===== src/hdl/mavg_pkg.sv =====
`default_nettype none

package mavg_pkg;

  // Sizes of the sample path and the window.
  localparam int SAMPLE_BITS  = 16;
  localparam int CFG_BITS     = 8;
  localparam int MAX_WINDOW   = 128;
  localparam int WIN_BITS     = $clog2(MAX_WINDOW + 1);
  localparam int TOTAL_BITS   = SAMPLE_BITS + $clog2(MAX_WINDOW);
  localparam int CNT_BITS     = $clog2(SAMPLE_BITS);
  localparam int WINDOW_RESET = 4;

  // Divider sequencer states.
  typedef enum logic [2:0] {
    DIV_IDLE = 3'b001,
    DIV_RUN  = 3'b010,
    DIV_DONE = 3'b100
  } div_state_e;

  // Requests from the filter to the divider.
  typedef struct packed {
    logic start;
    logic take;
  } div_ctrl_t;

  // Divider status seen by the filter.
  typedef struct packed {
    logic idle;
    logic done;
  } div_stat_t;

  // A window of zero acts as one, and anything above the cell count is capped.
  function automatic logic [WIN_BITS-1:0] clamp_window(input logic [CFG_BITS-1:0] raw);
    logic [31:0] w;
    begin
      w = 32'(raw);
      if (w == 32'd0) begin
        w = 32'd1;
      end
      if (w > 32'(MAX_WINDOW)) begin
        w = 32'(MAX_WINDOW);
      end
      return WIN_BITS'(w);
    end
  endfunction

endpackage

`default_nettype wire


===== src/hdl/mavg_if.sv =====
`default_nettype none

// Input sample channel.
interface mavg_sample_if;
  logic                             valid;
  logic                             ready;
  logic [mavg_pkg::SAMPLE_BITS-1:0] sample_value;

  modport source (output valid, output sample_value, input ready);
  modport sink (input valid, input sample_value, output ready);
endinterface

// Result channel.
interface mavg_average_if;
  logic                             valid;
  logic                             ready;
  logic [mavg_pkg::SAMPLE_BITS-1:0] average_value;

  modport source (output valid, output average_value, input ready);
  modport sink (input valid, input average_value, output ready);
endinterface

// Window length write channel.
interface mavg_cfg_if;
  logic                          valid;
  logic                          ready;
  logic [mavg_pkg::CFG_BITS-1:0] window_length;

  modport source (output valid, output window_length, input ready);
  modport sink (input valid, input window_length, output ready);
endinterface

`default_nettype wire


===== src/hdl/mavg_cell.sv =====
`default_nettype none

module mavg_cell (
  input  wire logic                             clk_i,
  input  wire logic                             shift_i,
  input  wire logic                             tail_i,
  input  wire logic [mavg_pkg::SAMPLE_BITS-1:0] sample_i,
  input  wire logic [mavg_pkg::SAMPLE_BITS-1:0] next_i,
  output      logic [mavg_pkg::SAMPLE_BITS-1:0] data_o
);

  logic [mavg_pkg::SAMPLE_BITS-1:0] data_d;
  logic [mavg_pkg::SAMPLE_BITS-1:0] data_q;

  // The tail cell of the active window takes the new sample; the others take
  // their upstream neighbor, so once the window is full the oldest sample sits in cell zero.
  assign data_d = tail_i ? sample_i : next_i;

  always_ff @(posedge clk_i) begin
    if (shift_i) begin
      data_q <= data_d;
    end
  end

  assign data_o = data_q;

endmodule

`default_nettype wire


===== src/hdl/mavg_div.sv =====
`default_nettype none

module mavg_div (
  input  wire logic                             clk_i,
  input  wire logic                             rst_ni,
  input  wire mavg_pkg::div_ctrl_t              ctrl_i,
  input  wire logic [mavg_pkg::TOTAL_BITS-1:0]  dividend_i,
  input  wire logic [mavg_pkg::WIN_BITS-1:0]    divisor_i,
  output      mavg_pkg::div_stat_t              stat_o,
  output      logic [mavg_pkg::SAMPLE_BITS-1:0] quotient_o
);

  mavg_pkg::div_state_e state_d, state_q;
  logic [mavg_pkg::CNT_BITS-1:0]    cnt_d, cnt_q;
  logic [mavg_pkg::WIN_BITS-1:0]    rem_d, rem_q;
  logic [mavg_pkg::SAMPLE_BITS-1:0] quo_d, quo_q;
  logic [mavg_pkg::WIN_BITS-1:0]    dvs_q;
  logic [mavg_pkg::WIN_BITS:0]      shifted;
  logic [mavg_pkg::WIN_BITS:0]      diff;
  logic                             ge;

  // One restoring step: bring down the next dividend bit and try the divisor.
  // The sum is below divisor times 2^SAMPLE_BITS, so its upper bits start as a
  // valid partial remainder and only the low bits need steps.
  always_comb begin
    shifted = {rem_q, quo_q[mavg_pkg::SAMPLE_BITS-1]};
    diff    = shifted - {1'b0, dvs_q};
    ge      = (shifted >= {1'b0, dvs_q});
    rem_d   = ge ? diff[mavg_pkg::WIN_BITS-1:0] : shifted[mavg_pkg::WIN_BITS-1:0];
    quo_d   = {quo_q[mavg_pkg::SAMPLE_BITS-2:0], ge};
  end

  // Sequencer: load, step once per bit, then hold until the result is taken.
  always_comb begin
    state_d = state_q;
    cnt_d   = cnt_q;
    case (state_q)
      mavg_pkg::DIV_IDLE: begin
        if (ctrl_i.start) begin
          state_d = mavg_pkg::DIV_RUN;
          cnt_d   = '0;
        end
      end
      mavg_pkg::DIV_RUN: begin
        cnt_d = cnt_q + mavg_pkg::CNT_BITS'(1);
        if (cnt_q == mavg_pkg::CNT_BITS'(mavg_pkg::SAMPLE_BITS - 1)) begin
          state_d = mavg_pkg::DIV_DONE;
        end
      end
      mavg_pkg::DIV_DONE: begin
        if (ctrl_i.take) begin
          state_d = mavg_pkg::DIV_IDLE;
        end
      end
      default: begin
        state_d = mavg_pkg::DIV_IDLE;
      end
    endcase
  end

  always_ff @(posedge clk_i or negedge rst_ni) begin
    if (!rst_ni) begin
      state_q <= mavg_pkg::DIV_IDLE;
      cnt_q   <= '0;
    end else begin
      state_q <= state_d;
      cnt_q   <= cnt_d;
    end
  end

  // Datapath registers.
  always_ff @(posedge clk_i) begin
    if (state_q == mavg_pkg::DIV_IDLE && ctrl_i.start) begin
      rem_q <= mavg_pkg::WIN_BITS'(dividend_i[mavg_pkg::TOTAL_BITS-1:mavg_pkg::SAMPLE_BITS]);
      quo_q <= dividend_i[mavg_pkg::SAMPLE_BITS-1:0];
      dvs_q <= divisor_i;
    end else if (state_q == mavg_pkg::DIV_RUN) begin
      rem_q <= rem_d;
      quo_q <= quo_d;
    end
  end

  assign stat_o.idle = (state_q == mavg_pkg::DIV_IDLE);
  assign stat_o.done = (state_q == mavg_pkg::DIV_DONE);
  assign quotient_o  = quo_q;

endmodule

`default_nettype wire


===== src/hdl/moving_average_filter.sv =====
// Moving average filter built as a row of sample cells and a bit-serial divider.
// A sample that completes a window starts a divide; the next sample is taken once
// its result is in the output register. Samples that only fill the window are
// taken one per cycle while the divider is idle and no window write is offered;
// in steady state a sample waits for the one-bit-per-cycle divide by the window.
// Reset sets the window to 4 with an empty history; no clearing pass is needed.
`default_nettype none

module moving_average_filter (
  input wire logic       clk_i,
  input wire logic       rst_ni,
  mavg_sample_if.sink    sample_i,
  mavg_cfg_if.sink       cfg_i,
  mavg_average_if.source average_o
);

  logic [mavg_pkg::WIN_BITS-1:0]    win_d, win_q;
  logic [mavg_pkg::WIN_BITS-1:0]    fill_d, fill_q;
  logic [mavg_pkg::WIN_BITS-1:0]    fill_next;
  logic [mavg_pkg::TOTAL_BITS-1:0]  total_d, total_q;
  logic [mavg_pkg::TOTAL_BITS-1:0]  leaving;
  logic                             out_valid_d, out_valid_q;
  logic [mavg_pkg::SAMPLE_BITS-1:0] out_data_q;
  logic                             in_acc;
  logic                             cfg_acc;
  logic                             full;
  logic                             produce;
  logic [mavg_pkg::MAX_WINDOW-1:0]  tail;
  logic [mavg_pkg::SAMPLE_BITS-1:0] cell_data [mavg_pkg::MAX_WINDOW];
  logic [mavg_pkg::SAMPLE_BITS-1:0] quotient;
  mavg_pkg::div_ctrl_t              div_ctrl;
  mavg_pkg::div_stat_t              div_stat;

  // Handshakes: a sample request is taken whenever the divider is free and no
  // window write is offered in the same cycle.
  assign sample_i.ready = div_stat.idle & ~cfg_i.valid;
  assign cfg_i.ready    = 1'b1;
  assign in_acc         = sample_i.valid & sample_i.ready;
  assign cfg_acc        = cfg_i.valid & cfg_i.ready;

  // Row of cells; the cell at window minus one is the entry point.
  for (genvar i = 0; i < mavg_pkg::MAX_WINDOW; i++) begin : g_cell
    logic [mavg_pkg::SAMPLE_BITS-1:0] next_data;

    assign tail[i] = (win_q == mavg_pkg::WIN_BITS'(i + 1));

    if (i == mavg_pkg::MAX_WINDOW - 1) begin : g_last
      assign next_data = sample_i.sample_value;
    end else begin : g_mid
      assign next_data = cell_data[i+1];
    end

    mavg_cell u_cell (
      .clk_i    (clk_i),
      .shift_i  (in_acc),
      .tail_i   (tail[i]),
      .sample_i (sample_i.sample_value),
      .next_i   (next_data),
      .data_o   (cell_data[i])
    );
  end

  // Running sum and fill count. Once full, the oldest sample in cell zero leaves.
  always_comb begin
    full      = (fill_q == win_q);
    leaving   = full ? mavg_pkg::TOTAL_BITS'(cell_data[0]) : '0;
    fill_next = full ? fill_q : fill_q + mavg_pkg::WIN_BITS'(1);
    produce   = (fill_next == win_q);
    win_d     = win_q;
    fill_d    = fill_q;
    total_d   = total_q;
    if (cfg_acc) begin
      win_d   = mavg_pkg::clamp_window(cfg_i.window_length);
      fill_d  = '0;
      total_d = '0;
    end else if (in_acc) begin
      fill_d  = fill_next;
      total_d = total_q + mavg_pkg::TOTAL_BITS'(sample_i.sample_value) - leaving;
    end
  end

  // Divider requests.
  assign div_ctrl.start = in_acc & ~cfg_acc & produce;
  assign div_ctrl.take  = div_stat.done & (~out_valid_q | average_o.ready);

  mavg_div u_div (
    .clk_i      (clk_i),
    .rst_ni     (rst_ni),
    .ctrl_i     (div_ctrl),
    .dividend_i (total_d),
    .divisor_i  (win_q),
    .stat_o     (div_stat),
    .quotient_o (quotient)
  );

  // Output register.
  always_comb begin
    out_valid_d = out_valid_q;
    if (div_ctrl.take) begin
      out_valid_d = 1'b1;
    end else if (average_o.ready) begin
      out_valid_d = 1'b0;
    end
  end

  always_ff @(posedge clk_i or negedge rst_ni) begin
    if (!rst_ni) begin
      win_q       <= mavg_pkg::clamp_window(mavg_pkg::CFG_BITS'(mavg_pkg::WINDOW_RESET));
      fill_q      <= '0;
      total_q     <= '0;
      out_valid_q <= 1'b0;
    end else begin
      win_q       <= win_d;
      fill_q      <= fill_d;
      total_q     <= total_d;
      out_valid_q <= out_valid_d;
    end
  end

  always_ff @(posedge clk_i) begin
    if (div_ctrl.take) begin
      out_data_q <= quotient;
    end
  end

  assign average_o.valid         = out_valid_q;
  assign average_o.average_value = out_data_q;

`ifndef NO_ASSERTIONS
  // The fill count never passes the window.
  a_fill_bound: assert property (@(posedge clk_i) disable iff (!rst_ni)
    fill_q <= win_q)
    else $error("fill count above window");

  // An empty history has a zero sum.
  a_empty_sum: assert property (@(posedge clk_i) disable iff (!rst_ni)
    (fill_q == '0) |-> (total_q == '0))
    else $error("nonzero sum with empty history");

  // A started divide leaves the idle state.
  a_div_busy: assert property (@(posedge clk_i) disable iff (!rst_ni)
    div_ctrl.start |=> !div_stat.idle)
    else $error("divider did not start");

  // A result only appears after a finished divide.
  a_out_src: assert property (@(posedge clk_i) disable iff (!rst_ni)
    $rose(out_valid_q) |-> $past(div_stat.done))
    else $error("result without divide");
`endif

endmodule

`default_nettype wire

===== src/flat_wrapper.sv =====
// flat-port wrapper written by rule: the top's interface ports become plain ports
module moving_average_filter_flat 
  (clk_i, rst_ni, sample_i_valid, sample_i_sample_value, sample_i_ready, cfg_i_valid, cfg_i_window_length, cfg_i_ready, average_o_valid, average_o_average_value, average_o_ready);
  mavg_sample_if sample_i_i ();
  mavg_cfg_if cfg_i_i ();
  mavg_average_if average_o_i ();
  input wire logic clk_i;
  input wire logic rst_ni;
  input wire logic [$bits(sample_i_i.valid)-1:0] sample_i_valid;
  input wire logic [$bits(sample_i_i.sample_value)-1:0] sample_i_sample_value;
  output wire logic [$bits(sample_i_i.ready)-1:0] sample_i_ready;
  input wire logic [$bits(cfg_i_i.valid)-1:0] cfg_i_valid;
  input wire logic [$bits(cfg_i_i.window_length)-1:0] cfg_i_window_length;
  output wire logic [$bits(cfg_i_i.ready)-1:0] cfg_i_ready;
  output wire logic [$bits(average_o_i.valid)-1:0] average_o_valid;
  output wire logic [$bits(average_o_i.average_value)-1:0] average_o_average_value;
  input wire logic [$bits(average_o_i.ready)-1:0] average_o_ready;
  assign sample_i_i.valid = sample_i_valid;
  assign sample_i_i.sample_value = sample_i_sample_value;
  assign sample_i_ready = sample_i_i.ready;
  assign cfg_i_i.valid = cfg_i_valid;
  assign cfg_i_i.window_length = cfg_i_window_length;
  assign cfg_i_ready = cfg_i_i.ready;
  assign average_o_valid = average_o_i.valid;
  assign average_o_average_value = average_o_i.average_value;
  assign average_o_i.ready = average_o_ready;
  moving_average_filter u_core (.clk_i(clk_i), .rst_ni(rst_ni), .sample_i(sample_i_i), .cfg_i(cfg_i_i), .average_o(average_o_i));
endmodule

===== config.mk =====
export PLATFORM = sky130hd
export DESIGN_NAME = moving_average_filter_flat
export DESIGN_NICKNAME = d
export VERILOG_FILES = /design/src/hdl/mavg_pkg.sv /design/src/hdl/mavg_if.sv /design/src/hdl/mavg_cell.sv /design/src/hdl/mavg_div.sv /design/src/hdl/moving_average_filter.sv /design/src/flat_wrapper.sv
export SDC_FILE = /design/constraint.sdc
export NUM_CORES = 2
export LEC_CHECK = 0
export BUFFER_PORTS_ARGS = -buffer_cell sky130_fd_sc_hd__buf_4
export CORE_MARGIN = 1
export CORE_UTILIZATION = 60
export DETAILED_ROUTE_END_ITERATION = 6
export PLACE_DENSITY = 0.79
export SYNTH_ARGS = -nofsm -noshare
export SYNTH_HDL_FRONTEND = slang
export SYNTH_SLANG_ARGS = --single-unit

===== constraint.sdc =====
create_clock -name clk_i -period 58.8 [get_ports clk_i]
set_input_delay 0 -clock clk_i [delete_from_list [all_inputs] [get_ports clk_i]]
set_output_delay 0 -clock clk_i [all_outputs]
set_load 0.02 [all_outputs]

==> reports/metrics.yaml <==
hold_path:
  min-delay-start: "average_o_ready"
  hold_end: "u_core.average_o.valid"
  min_path_cells: 4
  hold_class: "in2reg"
cts:
  cts.sinks: 2143
  clock-root-buffer: "clkbuf_16"
  clkTransAtPathRegs_ns: 0.06
  cts_hold_buf: 44
  post_cts_buffers: 0
  cts_resized: 0
  cts.path.max_buffers: 3
  clock_latency_ns: 0.84
  cts_tree: "built"
  numCtsBuffers: 204
  h-tree-depth: 4
critical_path:
  worstSetupPathType: "reg2reg"
  crit_path_max_fanout: 200
  reg2reg_depth: 9
  critPathRequiredTime_ns: 59.23
  crit_chain: "inv_1 -> nor3_1 -> and2_1 -> nand2b_1 -> inv_8 -> buf_4 -> buf_12 -> buf_4 -> buf_4"
  r2r-start: "u_core.u_div.state_q[0]"
  reg2reg_slack_ns: 51.60
  timing.critical_path.mode_cell: "buf_4"
  reg2reg_to: "u_core.g_cell[111].u_cell.data_o[8]"
  crit_path_start_kind: "flop"
  slowest_stage: "buf_4"
  critical_path_arrival_ns: 7.63
  cp-end-kind: "flop"
  cpPeakStageDelay_ns: 0.99
global_routing:
  grt_pass1_wl_mm: 318
  overflow: 0
  antenna_found_initial: 15
  grt_pass1_vias: 52500
  grt_util_all_layers: 0.276
  grt_max_degree: 201
place:
  dp_slack_ns: 51.61
  hpwl_mm: 115
  globalplace.congestion: 0.898
  port_buffers: 46
  placed_cells: 8330
  dpl_cell_area_um2: 91800
detailed_routing:
  drt-initial-drc-count: 6754
  drt_wl_total_mm: 212
  wl_per_cell_um: 24.2
  vias_per_cell: 6.20
  drc_errors: 0
  vias: 54300
  ant_nets: 0
  dr.pass1.iters: 6
synthesis:
  synth-async-reset-ratio: 0.0219
  synth-edff-count: 2095
  synth-main-ff-cell: "edfxtp_1"
  ys_seq_elements: 2143
  syn_avg_cell_area_um2: 13.4
  ys_warn_count: 0
  synth-seq-area-share: 0.711
  syn_inst: 6721
  syn-num-nets: 6800
  syn_area_um2: 90100
  ys_types: 69
die:
  die_h_um: 390
  top_level_ports: 48
  die-area_um2: 152000
  dieWidth_um: 390
  core_area_um2: 148000
  core.rowCount: 141
  start_util: 0.608
timing:
  fin_crit_ns: 7.20
  setup_tns_ns: 0
  setup_viol: 0
  layout_setup_ws_ns: 51.60
  slew_violations: 0
  final_hold_viol_count: 0
  max_freq_ghz: 0.139
  worstMarginPinSlew_ns: 1.32
  period_share: 0.122
  fin_skew_ns: 0.0417
  worst_slew_margin_rel: 0.116
  rsz0062_at_grt: "false"
  hold-worst-slack_ns: 0.0631
finish:
  fillers: 9823
  layout_commonest_cell: "edfxtp_1"
  mostFrequentLayoutCells: "edfxtp_1 (2095), nand2_1 (1466), o21ai_0 (1327)"
  drive_gt1_frac: 0.184
  finalNonFillerCells: 8756
  synthToLayoutAreaGrowth_pct: 9.55
  fin_area_um2: 98800
  nets: 6658
pwr:
  power_density_nw_per_um2: 34.0
  peakVddDrop_uv: 31.8
  p_leak_nw: 35.7
run_status:
  outcome: "finished clean"
flow_run:
  drv_cap: 0
[power breakdown]
| part | switching, mW | internal, mW | total (mW) |
|---|---|---|---|
| logic | 0.192 | 0.0949 | 0.287 |
| registers | 0.0278 | 1.77 | 1.80 |
| clock network | 0.563 | 0.712 | 1.28 |
| total | 0.783 | 2.58 | 3.36 |
[cell type report]
cell class / count / area (µm²) / share of cell area
sequential: 2143 / 64100 / 0.649
multi-input combinational: 3935 / 23600 / 0.239
clock buffer: 268 / 5430 / 0.0550
tap: 2002 / 2500 / 0.0254
timing repair buffer: 199 / 1670 / 0.0169
clock inverter: 107 / 996 / 0.0101
inverter: 96 / 405 / 0.00411
antenna: 6 / 15.0 / 0.000152
[how the worst max path moves through the flow]
stage	from	endpoint	slack [ns]
floorplan	u_core.u_div.state_q[0]	u_core.u_div.rem_q[5]	8.38
global placement	u_core.u_div.state_q[0]	u_core.g_cell[11].u_cell.data_o[10]	51.71
detailed placement	u_core.u_div.state_q[0]	u_core.g_cell[112].u_cell.data_o[1]	51.61
CTS	u_core.u_div.state_q[0]	u_core.g_cell[116].u_cell.data_o[1]	51.62
global route	u_core.u_div.state_q[0]	u_core.g_cell[109].u_cell.data_o[0]	51.15
finish	u_core.u_div.state_q[0]	u_core.g_cell[111].u_cell.data_o[8]	51.60
[kinds of logic (layout without fill, tap and decap cells)]
family,after synthesis,after routing,share of synthesized area
AO/OA/AOI/OAI,1422,1422,0.0812
XOR/XNOR,38,38,0.00394
adder cells (fa/ha/maj),50,50,0.00836
buffers and inverters,643,670,0.0278
flip-flops,2143,2143,0.711
multiplexers,759,759,0.0952
other,1,7,0.0000416
AND/OR/NAND/NOR,1665,1665,0.0723
[cell usage after synthesis, types with 4 or more instances]
cell type     n  area share
fa_1         17      0.0038
a31o_2        4     0.00039
nand4_1       7     0.00049
nor3_1       19      0.0011
a21oi_1      39      0.0022
buf_2        32      0.0018
buf_4         5     0.00042
clkbuf_1    505       0.021
dfrtp_1      45       0.012
o211ai_1      5     0.00042
nand2b_1      8     0.00056
nand2_1    1466       0.061
nor4_1        4     0.00028
inv_1        96      0.0040
nor2b_1       6     0.00042
a211oi_1      4     0.00033
o21ai_0    1327       0.074
or3_1        11     0.00076
mux2_4       12      0.0020
mux2_2      739       0.092
o22ai_1       6     0.00042
xnor2_1      24      0.0023
nand3_1      12     0.00067
edfxtp_1   2095        0.70
ha_1         33      0.0046
and3_1       17      0.0012
nand3b_1      4     0.00033
nor2_1       94      0.0039
a21o_1        7     0.00058
xor2_1       11      0.0011
and2_1        5     0.00035
mux2i_1       8     0.00089
[state kept, by name, summed over array words and instances, names as in the netlist]
| signal | count |
|---|---|
| u_core.g_cell.u_cell.data_o | 2048 |
| u_core.total_q | 23 |
| u_core.average_o.average_value | 16 |
| u_core.u_div.quotient_o | 16 |
| u_core.fill_q | 8 |
| u_core.u_div.dvs_q | 8 |
| u_core.u_div.rem_q | 8 |
| u_core.win_q | 8 |
| u_core.u_div.cnt_q | 4 |
| u_core.u_div.state_q | 3 |
| u_core.average_o.valid | 1 |
[stage by stage]
step                      utilization  power (mW)
after global routing            0.665        3.46
final                           0.666        3.36
after CTS                       0.665        3.36
after detailed placement        0.619        2.10
after floorplan                     -        2.16
after global placement          0.619        2.09
[worst max-delay path: cells and delay by family (launching register included)]
family | cells | cell delay (ns)
buffers and inverters | 6 | 4.55
flip-flops | 1 | 0.55
AND/OR/NAND/NOR | 3 | 1.44
[per-layer routing]
layer | vias up | share of wire | GRT usage
met1 | 27200 | 0.39 | 0.371
met2 | 2660 | 0.48 | 0.443
met5 | - | 0.00028 | 0
li1 | 24000 | - | -
met4 | 8 | 0.040 | 0.114
met3 | 438 | 0.095 | 0.0582
Power figures use the tool's default switching activity.
